===== src/rtl/sorted_block_sample_packer_unit_assert.svh =====
// ----------------------------------------------------------------------------
// sorted_block_sample_packer_unit_assert.svh
// assertion macros shared by the packer rtl files
// ----------------------------------------------------------------------------
`ifndef SORTED_BLOCK_SAMPLE_PACKER_UNIT_ASSERT_SVH
`define SORTED_BLOCK_SAMPLE_PACKER_UNIT_ASSERT_SVH

`ifndef SYNTHESIS
// property must hold at every rising clock edge outside reset
`define SBSP_ASSERT(lbl, clk, rstn, prop) \
  lbl: assert property (@(posedge clk) disable iff (!rstn) prop) \
    else $error("sbsp assertion failed");
// condition must never be seen outside reset
`define SBSP_NEVER(lbl, clk, rstn, expr) \
  lbl: assert property (@(posedge clk) disable iff (!rstn) !(expr)) \
    else $error("sbsp forbidden condition seen");
`else
`define SBSP_ASSERT(lbl, clk, rstn, prop)
`define SBSP_NEVER(lbl, clk, rstn, expr)
`endif

`endif


===== src/rtl/sbsp_pkg.sv =====
// ----------------------------------------------------------------------------
// sbsp_pkg
// shared constants, types and helper functions of the sample packer
// ----------------------------------------------------------------------------
`default_nettype none

package sbsp_pkg;

  localparam int BLOCK_SIZE = 7;
  localparam int IDX_W      = 3;
  localparam int SAMPLE_W   = 16;
  localparam int MAG_W      = 16;
  localparam int MSB_W      = 4;
  localparam int PERM_W     = 13;
  localparam int BYTE_W     = 8;
  localparam int NB_W       = 5;
  localparam int KEY_W      = MAG_W + SAMPLE_W + IDX_W;

  localparam logic [IDX_W-1:0] LAST_IDX = IDX_W'(BLOCK_SIZE - 1);

  typedef logic [SAMPLE_W-1:0] sample_t;
  typedef logic [MAG_W-1:0]    mag_t;
  typedef logic [PERM_W-1:0]   perm_t;

  typedef struct packed {
    logic             wr_en;
    logic             start;
    logic [IDX_W-1:0] wr_idx;
    sample_t          wr_data;
  } rank_ctl_t;

  typedef struct packed {
    logic  busy;
    logic  done;
    perm_t perm;
  } rank_sts_t;

  // magnitude of a two's complement sample, -32768 gives 32768
  function automatic mag_t mag_of(input sample_t raw);
    mag_t m;
    m = raw[SAMPLE_W-1] ? (mag_t'(~raw) + mag_t'(1)) : mag_t'(raw);
    return m;
  endfunction

  // index of the highest set bit, zero and one both give 0
  function automatic logic [MSB_W-1:0] msb_of(input mag_t mag);
    logic [MSB_W-1:0] r;
    r = '0;
    for (int k = 1; k < MAG_W; k++) begin
      if (mag[k]) r = MSB_W'(k);
    end
    return r;
  endfunction

endpackage

`default_nettype wire


===== src/rtl/sorted_block_sample_packer_unit.sv =====
// ----------------------------------------------------------------------------
// sorted_block_sample_packer_unit
// collects seven samples, ranks them, then sends the lehmer number, the
// largest sample and the bit-packed remainder as a byte stream
// ----------------------------------------------------------------------------
//  channel | dir | tdata                     | tlast
//  in_     | in  | [15:0] sample             | -
//  out_    | out | [7:0]  code_byte         | block_end
//
//  the first six samples of a block are taken one a cycle
//  the seventh starts ranking: one comparator pass per rank, each a scan and a commit, then a done pulse
//  then two lehmer bytes, two raw bytes and up to 102 packed bits, one a cycle
//  in_tready is low from the seventh sample until the last word is loaded
//  a stalled out_tready holds the sequencer whenever the next word is due
//  synchronous active-low reset; the block restarts at sample position zero
`default_nettype none
`include "sorted_block_sample_packer_unit_assert.svh"

module sorted_block_sample_packer_unit (
  input  wire        clk,
  input  wire        rst_n,
  input  wire        in_tvalid,
  output logic       in_tready,
  input  wire [15:0] in_tdata,   // [15:0] sample
  output logic       out_tvalid,
  input  wire        out_tready,
  output logic [7:0] out_tdata,  // [7:0] code_byte
  output logic       out_tlast   // block_end
);

  localparam logic [2:0] S_FILL  = 3'd0;
  localparam logic [2:0] S_RANK  = 3'd1;
  localparam logic [2:0] S_PERM0 = 3'd2;
  localparam logic [2:0] S_PERM1 = 3'd3;
  localparam logic [2:0] S_RAW0  = 3'd4;
  localparam logic [2:0] S_RAW1  = 3'd5;
  localparam logic [2:0] S_PACK  = 3'd6;

  logic [2:0]                        state_r, state_nxt;
  logic [sbsp_pkg::IDX_W-1:0]        fill_r, fill_nxt;
  logic [sbsp_pkg::IDX_W-1:0]        samp_r, samp_nxt;
  logic [sbsp_pkg::NB_W-1:0]         nbits_r, nbits_nxt;
  logic [2:0]                        bitpos_r, bitpos_nxt;
  logic [sbsp_pkg::BYTE_W-1:0]       byte_r, byte_nxt;
  logic                              ovalid_r, ovalid_nxt;
  logic [sbsp_pkg::BYTE_W-1:0]       odata_r, odata_nxt;
  logic                              olast_r, olast_nxt;

  sbsp_pkg::rank_ctl_t               rank_ctl;
  sbsp_pkg::rank_sts_t               rank_sts;
  sbsp_pkg::sample_t                 cur_raw;
  sbsp_pkg::mag_t                    cur_mag;
  logic [sbsp_pkg::NB_W-1:0]         cur_nb;
  logic [sbsp_pkg::SAMPLE_W:0]       cur_sext;
  logic                              cur_bit;
  logic                              slot_free;
  logic                              in_acc;
  logic                              final_bit;
  logic [sbsp_pkg::BYTE_W-1:0]       byte_fill;

  assign in_tready = (state_r == S_FILL);
  assign in_acc    = in_tvalid && in_tready;
  assign slot_free = !ovalid_r || out_tready;

  assign rank_ctl.wr_en   = in_acc;
  assign rank_ctl.start   = in_acc && (fill_r == sbsp_pkg::LAST_IDX);
  assign rank_ctl.wr_idx  = fill_r;
  assign rank_ctl.wr_data = in_tdata;

  sbsp_rank u_rank (
    .clk     (clk),
    .rst_n   (rst_n),
    .ctl     (rank_ctl),
    .rd_idx  (samp_r),
    .rd_data (cur_raw),
    .sts     (rank_sts)
  );

  assign cur_mag  = sbsp_pkg::mag_of(cur_raw);
  // width of the next sample follows this one's magnitude
  assign cur_nb   = sbsp_pkg::NB_W'(sbsp_pkg::msb_of(cur_mag)) + sbsp_pkg::NB_W'(2);
  assign cur_sext = {cur_raw[sbsp_pkg::SAMPLE_W-1], cur_raw};
  assign cur_bit  = cur_sext[nbits_r - 1'b1];
  assign final_bit = (nbits_r == sbsp_pkg::NB_W'(1)) &&
                     ((samp_r == sbsp_pkg::LAST_IDX) || (cur_mag == '0));

  // msb-first fill of the current word, fresh word clears the padding
  always_comb begin
    byte_fill = (bitpos_r == 3'd0) ? '0 : byte_r;
    byte_fill[~bitpos_r] = cur_bit;
  end

  always_comb begin
    state_nxt  = state_r;
    fill_nxt   = fill_r;
    samp_nxt   = samp_r;
    nbits_nxt  = nbits_r;
    bitpos_nxt = bitpos_r;
    byte_nxt   = byte_r;
    ovalid_nxt = ovalid_r && !out_tready;
    odata_nxt  = odata_r;
    olast_nxt  = olast_r;
    unique case (state_r)
      S_FILL: begin
        if (in_acc) begin
          if (fill_r == sbsp_pkg::LAST_IDX) begin
            fill_nxt  = '0;
            state_nxt = S_RANK;
          end else begin
            fill_nxt = fill_r + 1'b1;
          end
        end
      end
      S_RANK: begin
        if (rank_sts.done) begin
          samp_nxt  = '0;
          state_nxt = S_PERM0;
        end
      end
      S_PERM0: begin
        if (slot_free) begin
          ovalid_nxt = 1'b1;
          odata_nxt  = rank_sts.perm[7:0];
          olast_nxt  = 1'b0;
          state_nxt  = S_PERM1;
        end
      end
      S_PERM1: begin
        if (slot_free) begin
          ovalid_nxt = 1'b1;
          odata_nxt  = sbsp_pkg::BYTE_W'(rank_sts.perm >> sbsp_pkg::BYTE_W);
          olast_nxt  = 1'b0;
          state_nxt  = S_RAW0;
        end
      end
      S_RAW0: begin
        if (slot_free) begin
          ovalid_nxt = 1'b1;
          odata_nxt  = cur_raw[7:0];
          olast_nxt  = 1'b0;
          state_nxt  = S_RAW1;
        end
      end
      S_RAW1: begin
        if (slot_free) begin
          ovalid_nxt = 1'b1;
          odata_nxt  = cur_raw[15:8];
          olast_nxt  = (cur_mag == '0);
          nbits_nxt  = cur_nb;
          bitpos_nxt = 3'd0;
          samp_nxt   = samp_r + 1'b1;
          state_nxt  = (cur_mag == '0) ? S_FILL : S_PACK;
        end
      end
      S_PACK: begin
        if (slot_free || !((bitpos_r == 3'd7) || final_bit)) begin
          byte_nxt   = byte_fill;
          bitpos_nxt = bitpos_r + 1'b1;
          if ((bitpos_r == 3'd7) || final_bit) begin
            ovalid_nxt = 1'b1;
            odata_nxt  = byte_fill;
            olast_nxt  = final_bit;
          end
          if (nbits_r == sbsp_pkg::NB_W'(1)) begin
            nbits_nxt = cur_nb;
            if (final_bit) begin
              state_nxt = S_FILL;
            end else begin
              samp_nxt = samp_r + 1'b1;
            end
          end else begin
            nbits_nxt = nbits_r - 1'b1;
          end
        end
      end
      default: begin
        state_nxt = S_FILL;
      end
    endcase
  end

  always_ff @(posedge clk) begin
    if (!rst_n) begin
      state_r  <= S_FILL;
      fill_r   <= '0;
      samp_r   <= '0;
      nbits_r  <= '0;
      bitpos_r <= '0;
      ovalid_r <= 1'b0;
    end else begin
      state_r  <= state_nxt;
      fill_r   <= fill_nxt;
      samp_r   <= samp_nxt;
      nbits_r  <= nbits_nxt;
      bitpos_r <= bitpos_nxt;
      ovalid_r <= ovalid_nxt;
    end
  end

  always_ff @(posedge clk) begin
    byte_r  <= byte_nxt;
    odata_r <= odata_nxt;
    olast_r <= olast_nxt;
  end

  assign out_tvalid = ovalid_r;
  assign out_tdata  = odata_r;
  assign out_tlast  = olast_r;

  `SBSP_ASSERT(a_done_in_rank, clk, rst_n, rank_sts.done |-> (state_r == S_RANK))
  `SBSP_ASSERT(a_pack_has_bits, clk, rst_n, (state_r == S_PACK) |-> (nbits_r != '0))
  `SBSP_ASSERT(a_start_ranks, clk, rst_n, rank_ctl.start |=> (rank_sts.busy && (state_r == S_RANK)))

endmodule

`default_nettype wire


===== src/rtl/sbsp_rank.sv =====
// ----------------------------------------------------------------------------
// sbsp_rank
// sample store and selection ranker: one key comparator scans the block once
// per rank, then a commit cycle updates the lehmer number and sorted copy
// ----------------------------------------------------------------------------
`default_nettype none
`include "sorted_block_sample_packer_unit_assert.svh"

module sbsp_rank (
  input  wire                         clk,
  input  wire                         rst_n,
  input  sbsp_pkg::rank_ctl_t         ctl,
  input  wire [sbsp_pkg::IDX_W-1:0]   rd_idx,
  output sbsp_pkg::sample_t           rd_data,
  output sbsp_pkg::rank_sts_t         sts
);

  sbsp_pkg::sample_t                 store_r  [sbsp_pkg::BLOCK_SIZE];
  sbsp_pkg::sample_t                 sorted_r [sbsp_pkg::BLOCK_SIZE];

  logic                              busy_r, busy_nxt;
  logic                              commit_r, commit_nxt;
  logic                              done_r, done_nxt;
  logic                              have_r, have_nxt;
  logic [sbsp_pkg::IDX_W-1:0]        i_r, i_nxt;
  logic [sbsp_pkg::IDX_W-1:0]        j_r, j_nxt;
  logic [sbsp_pkg::BLOCK_SIZE-1:0]   taken_r, taken_nxt;
  logic [sbsp_pkg::KEY_W-1:0]        best_r, best_nxt;
  sbsp_pkg::perm_t                   perm_r, perm_nxt;

  sbsp_pkg::sample_t                 scan_raw;
  logic [sbsp_pkg::KEY_W-1:0]        scan_key;
  logic [sbsp_pkg::IDX_W-1:0]        win_idx;
  sbsp_pkg::sample_t                 win_raw;
  logic [sbsp_pkg::IDX_W-1:0]        free_below;
  logic [sbsp_pkg::IDX_W-1:0]        radix;
  sbsp_pkg::perm_t                   perm_sum;

  assign scan_raw = store_r[j_r];
  // key order: magnitude, then value (sign-flipped), then position
  assign scan_key = {sbsp_pkg::mag_of(scan_raw), scan_raw ^ 16'h8000, j_r};
  assign win_idx  = best_r[sbsp_pkg::IDX_W-1:0];
  assign win_raw  = best_r[sbsp_pkg::IDX_W +: sbsp_pkg::SAMPLE_W] ^ 16'h8000;
  assign radix    = sbsp_pkg::LAST_IDX - i_r;
  assign perm_sum = perm_r + sbsp_pkg::perm_t'(free_below);

  // free positions below the winner
  always_comb begin
    free_below = '0;
    for (int k = 0; k < sbsp_pkg::BLOCK_SIZE; k++) begin
      if (k < int'(win_idx) && !taken_r[k]) free_below = free_below + 1'b1;
    end
  end

  always_comb begin
    busy_nxt   = busy_r;
    commit_nxt = commit_r;
    done_nxt   = 1'b0;
    have_nxt   = have_r;
    i_nxt      = i_r;
    j_nxt      = j_r;
    taken_nxt  = taken_r;
    best_nxt   = best_r;
    perm_nxt   = perm_r;
    if (ctl.start) begin
      busy_nxt   = 1'b1;
      commit_nxt = 1'b0;
      have_nxt   = 1'b0;
      i_nxt      = '0;
      j_nxt      = '0;
      taken_nxt  = '0;
      perm_nxt   = '0;
    end else if (busy_r && !commit_r) begin
      if (!taken_r[j_r] && (!have_r || scan_key > best_r)) begin
        best_nxt = scan_key;
        have_nxt = 1'b1;
      end
      if (j_r == sbsp_pkg::LAST_IDX) begin
        commit_nxt = 1'b1;
      end else begin
        j_nxt = j_r + 1'b1;
      end
    end else if (busy_r) begin
      taken_nxt[win_idx] = 1'b1;
      if (i_r != sbsp_pkg::LAST_IDX) begin
        perm_nxt = sbsp_pkg::perm_t'(perm_sum * radix);
        i_nxt    = i_r + 1'b1;
      end else begin
        busy_nxt = 1'b0;
        done_nxt = 1'b1;
      end
      commit_nxt = 1'b0;
      have_nxt   = 1'b0;
      j_nxt      = '0;
    end
  end

  always_ff @(posedge clk) begin
    if (!rst_n) begin
      busy_r   <= 1'b0;
      commit_r <= 1'b0;
      done_r   <= 1'b0;
      have_r   <= 1'b0;
      i_r      <= '0;
      j_r      <= '0;
      taken_r  <= '0;
      perm_r   <= '0;
    end else begin
      busy_r   <= busy_nxt;
      commit_r <= commit_nxt;
      done_r   <= done_nxt;
      have_r   <= have_nxt;
      i_r      <= i_nxt;
      j_r      <= j_nxt;
      taken_r  <= taken_nxt;
      perm_r   <= perm_nxt;
    end
  end

  always_ff @(posedge clk) begin
    best_r <= best_nxt;
    if (ctl.wr_en) begin
      store_r[ctl.wr_idx] <= ctl.wr_data;
    end
    if (busy_r && commit_r) begin
      sorted_r[i_r] <= win_raw;
    end
  end

  assign rd_data   = sorted_r[rd_idx];
  assign sts.busy  = busy_r;
  assign sts.done  = done_r;
  assign sts.perm  = perm_r;

  `SBSP_ASSERT(a_commit_has_winner, clk, rst_n, (busy_r && commit_r) |-> have_r)
  `SBSP_ASSERT(a_taken_tracks_rank, clk, rst_n, busy_r |-> ($countones(taken_r) == int'(i_r)))
  `SBSP_NEVER(a_done_while_busy, clk, rst_n, done_r && busy_r)

endmodule

`default_nettype wire


===== config.mk =====
export PLATFORM = sky130hd
export DESIGN_NAME = sorted_block_sample_packer_unit
export DESIGN_NICKNAME = d
export VERILOG_FILES = /design/src/rtl/sbsp_pkg.sv /design/src/rtl/sorted_block_sample_packer_unit.sv /design/src/rtl/sbsp_rank.sv
export VERILOG_INCLUDE_DIRS = /design/src /design/src/rtl
export SDC_FILE = /design/constraint.sdc
export NUM_CORES = 1
export LEC_CHECK = 0
export ABC_AREA = 1
export BUFFER_PORTS_ARGS = -buffer_cell sky130_fd_sc_hd__buf_4
export CORE_MARGIN = 2
export CORE_UTILIZATION = 63
export DETAILED_ROUTE_END_ITERATION = 16
export PLACE_DENSITY = 0.8
export SETUP_SLACK_MARGIN = 0.2
export SKIP_LAST_GASP = 1
export SYNTH_ARGS = -nofsm -noshare
export SYNTH_HDL_FRONTEND = slang
export SYNTH_SLANG_ARGS = --single-unit

===== constraint.sdc =====
create_clock -name clk -period 7.97 [get_ports clk]
set_clock_uncertainty 0.2 [all_clocks]
set_input_delay 1.1955 -clock clk [delete_from_list [all_inputs] [get_ports clk]]
set_output_delay 1.1955 -clock clk [all_outputs]
set_load 0.05 [all_outputs]

==> metrics.md <==
| Metric | Value |
|---|---|
| Crit. Startpoint | u_rank.best_r[2] |
| PortBufs | 30 |
| Commonest non-fill, non-tap cell in the layout | nand2_1 |
| Seq pwr share | 0.374 |
| Worst Path Required | just over 8 ns |
| R2R Path End | u_rank.perm_r[11] |
| Final-report setup violation count | 0 |
| CTS buffer count | 35 |
| Initial antenna violation count | 0 |
| Arr. time, crit path | around 7.4 ns |
| Iter 0 DRT Violations | between 1000 and 1500 |
| Fill count | 1924 |
| Setup Slack @ Placement | ~0.45 ns |
| Post-synthesis async set-or-reset flop share | 0 |
| Area of the multi-input gates | around 6500 um2 |
| Top-area cell type share of the netlist area | 0.492 |
| Least-Margin Pin Slew | between 1 and 1.5 ns |
| Combinational Power Share | 0.342 |
| Status | complete, no violations |
| Switching power | approximately 2000 uW |
| Number of synthesis warnings | 0 |
| FF-to-FF Start | u_rank.best_r[2] |
| Routed len/inst | around 17 um |
| Hold WS | roughly 0.28 ns |
| CTS root buf | clkbuf_16 |
| Routed WL | ~37000 um |
| CP Class | flip-flop to flip-flop |
| Post-synth EDFFs | 275 |
| Post-synth cell types | 52 |
| Die area | 27900 um2 |
| GRT Util Overall | 0.269 |
| R2R Setup Slk | 0.77 ns |
| Switching Share | 0.370 |
| RSZ-0062 raised after global routing | false |
| Tcrit/Tclk final | 0.904 |
| Seq/Total Area, Yosys | 0.557 |
| Top Ports | 31 |
| Final WS setup | 0.768 ns |
| CTS Sinks | about 330 |
| Commonest non-fill, non-tap cells in the layout | 523 x nand2_1, 275 x edfxtp_1, 197 x inv_1 |
| Post-Synthesis Cell Area | 16800 um2 |
| Max cap viols | 0 |
| H-tree levels | 2 |
| Critical Path Sink | u_rank.perm_r[11] |
| Delay of the slowest critical-path stage | around 0.50 ns |
| DR DRC count | 0 |
| Clk pwr share | 0.284 |
| Final hold vios | 0 |
| Worst vdd ir | around 0.00024 V |
| Fmax | roughly 0.14 GHz |
| Global route total overflow | 0 |
| Worst Hold Class | flip-flop to flip-flop |
| FF/Latch Area | slightly above 9000 um2 |
| Die height | around 170 um |
| Fin crit period | approximately 7.2 ns |
| Vias in the first global route | about 12000 |
| Most common flop cell mapped by yosys | edfxtp_1 |
| Global-route wire length before repair | 60400 um |
| Final Wtd Congestion | between 0.9 and 1 |
| Maximum clock insertion buffer count | 3 |
| Post-synthesis cell count | ~1800 |
| Dpl hpwl | between 20000 and 25000 um |
| Pin count of the biggest net entering global routing | 50 |
| Initial core utilization | 0.642 |
| Via/cell ratio | roughly 5.7 |
| Worst Reg2Reg Path Length in Cells | 45 |
| Leakage | just under 0.008 uW |
| Ant diodes | 0 |
| Final Max Tran Viols | 0 |
| Synthesized netlist net count | 1904 |
| DP Area | approximately 17000 um2 |
| Cell taking the most area after synthesis | edfxtp_1 |
| Max Fanout on Critical Path | 5 |
| Relative slew slack | 0.312 |
| Power Internal | about 3400 uW |
| Top cells by area, synth | edfxtp_1 49%, nand2_1 12%, dfxtp_1 6.4% |
| TNS Setup | 0 ns |
| Number of cell rows | slightly below 60 |
| Nets | about 1900 |
| Critical Path Start Type | flip-flop |
| Core Area | around 26000 um2 |
| Pwr Density | a little under 300 nW/um2 |
| Fraction of layout cells with a size suffix above 1 | 0.0824 |
| CP Capture Type | flip-flop |
| Area Overhead vs Synth | 10.5% |
| #FFs+latches synth | ~330 |
| Avg Cell Area, Syn | between 9 and 10 um2 |
| Clock Latency Late Sink | 0.52 ns |
| Pre-antenna DRT Iters | 6 |
| Remaining antenna violation count | 0 |
| Post-layout instance area | roughly 19000 um2 |
| Die W | roughly 170 um |
| Critical-path top delay cell | fa_1 |
| CTS tree | yes |
| Via count | around 13000 |
| Reg clk slew, reported paths | roughly 0.060 ns |
[critical path, delay by kind of cell (launching register included)]
family	cells	cell delay (ns)
AO/OA/AOI/OAI	10	1.39
XOR/XNOR	4	0.74
adder cells (fa/ha/maj)	6	1.90
buffers and inverters	9	0.56
flip-flops	1	0.48
multiplexers	1	0.30
AND/OR/NAND/NOR	15	1.52
[state kept, by name, indices dropped and copies added (netlist names), 5 cells and up, named ones only]
| register | count |
|---|---|
| u_rank.taken_r | 7 |
| byte_r | 8 |
| nbits_r | 5 |
| u_rank.best_r | 34 |
| u_rank.store_r | 112 |
| out_tdata | 8 |
| u_rank.sorted_r | 112 |
| u_rank.perm_r | 13 |
[stage by stage]
| step | utilization | instances | power, uW |
|---|---|---|---|
| after floorplan | - | 1802 | 3450 |
| after global placement | 0.665 | 2138 | 3820 |
| after detailed placement | 0.665 | 2138 | 3880 |
| after CTS | 0.707 | 2201 | 5420 |
| after global routing | 0.709 | 2204 | 5740 |
| final | 0.709 | 2204 | 5430 |
[repair_timing]
item / 4_1_cts / 5_1_grt
setup endpoints to repair: 0 / 4
hold buffers: 0 / 0
resized for setup: 0 / 15
setup buffers: 0 / 3
[cell families (layout without fill, tap and decap cells)]
kind of cell             Yosys count  in the layout  synth area share
AND/OR/NAND/NOR                  835            835             0.207
flip-flops                       329            329             0.557
AO/OA/AOI/OAI                    254            254            0.0839
buffers and inverters            254            321            0.0602
adder cells (fa/ha/maj)           82             82            0.0665
XOR/XNOR                          45             45            0.0235
multiplexers                       3              3           0.00186
[synth_stat cells, types with 4 or more instances]
library cell,number
a21oi_1,93
buf_2,12
buf_6,4
clkbuf_1,28
dfxtp_1,54
edfxtp_1,275
fa_1,12
ha_1,70
inv_1,197
inv_2,4
nand2_1,524
nand2_2,10
nand3_1,83
nand3b_1,8
nand4_1,18
nor2_1,140
nor3_1,26
nor4_1,5
o2111ai_1,4
o211ai_1,13
o21ai_0,99
o221ai_1,4
o22ai_1,23
or2_2,5
xnor2_1,10
xor2_1,35
[worst min-delay path by stage]
| stage | startpoint | end | slack [ns] | cells past startpoint |
|---|---|---|---|---|
| after floorplan | u_rank.have_r | u_rank.have_r | 0.25 | 2 |
| after global routing | u_rank.have_r | u_rank.have_r | 0.30 | 2 |
| after global placement | u_rank.have_r | u_rank.have_r | 0.25 | 2 |
| after CTS | u_rank.have_r | u_rank.have_r | 0.28 | 2 |
| final | u_rank.have_r | u_rank.have_r | 0.28 | 2 |
| after detailed placement | u_rank.have_r | u_rank.have_r | 0.27 | 2 |
[per-layer routing]
layer	vias up	global-route usage	wire (um)
li1	6126	-	-
met1	5883	0.348	15200
met2	503	0.465	18400
met3	89	0.0407	2710
met4	0	0.0957	1010
met5	-	0	0
[power by group through the flow]
stage	clock, uW	combinational, uW	sequential [uW]
finish	1540	1850	2030
global route	1620	2080	2040
CTS	1550	1840	2030
detailed placement	0	1820	2060
global placement	0	1760	2060
floorplan	0	1320	2130
[area by class of cell]
type                       count  area share
clock inverter                20     0.00911
clock buffer                  43      0.0494
tap                          335      0.0226
timing repair buffer          54      0.0219
multi-input combinational   1219       0.352
inverter                     204      0.0413
sequential                   329       0.504
Note: power is estimated with default switching activity, not from simulation.
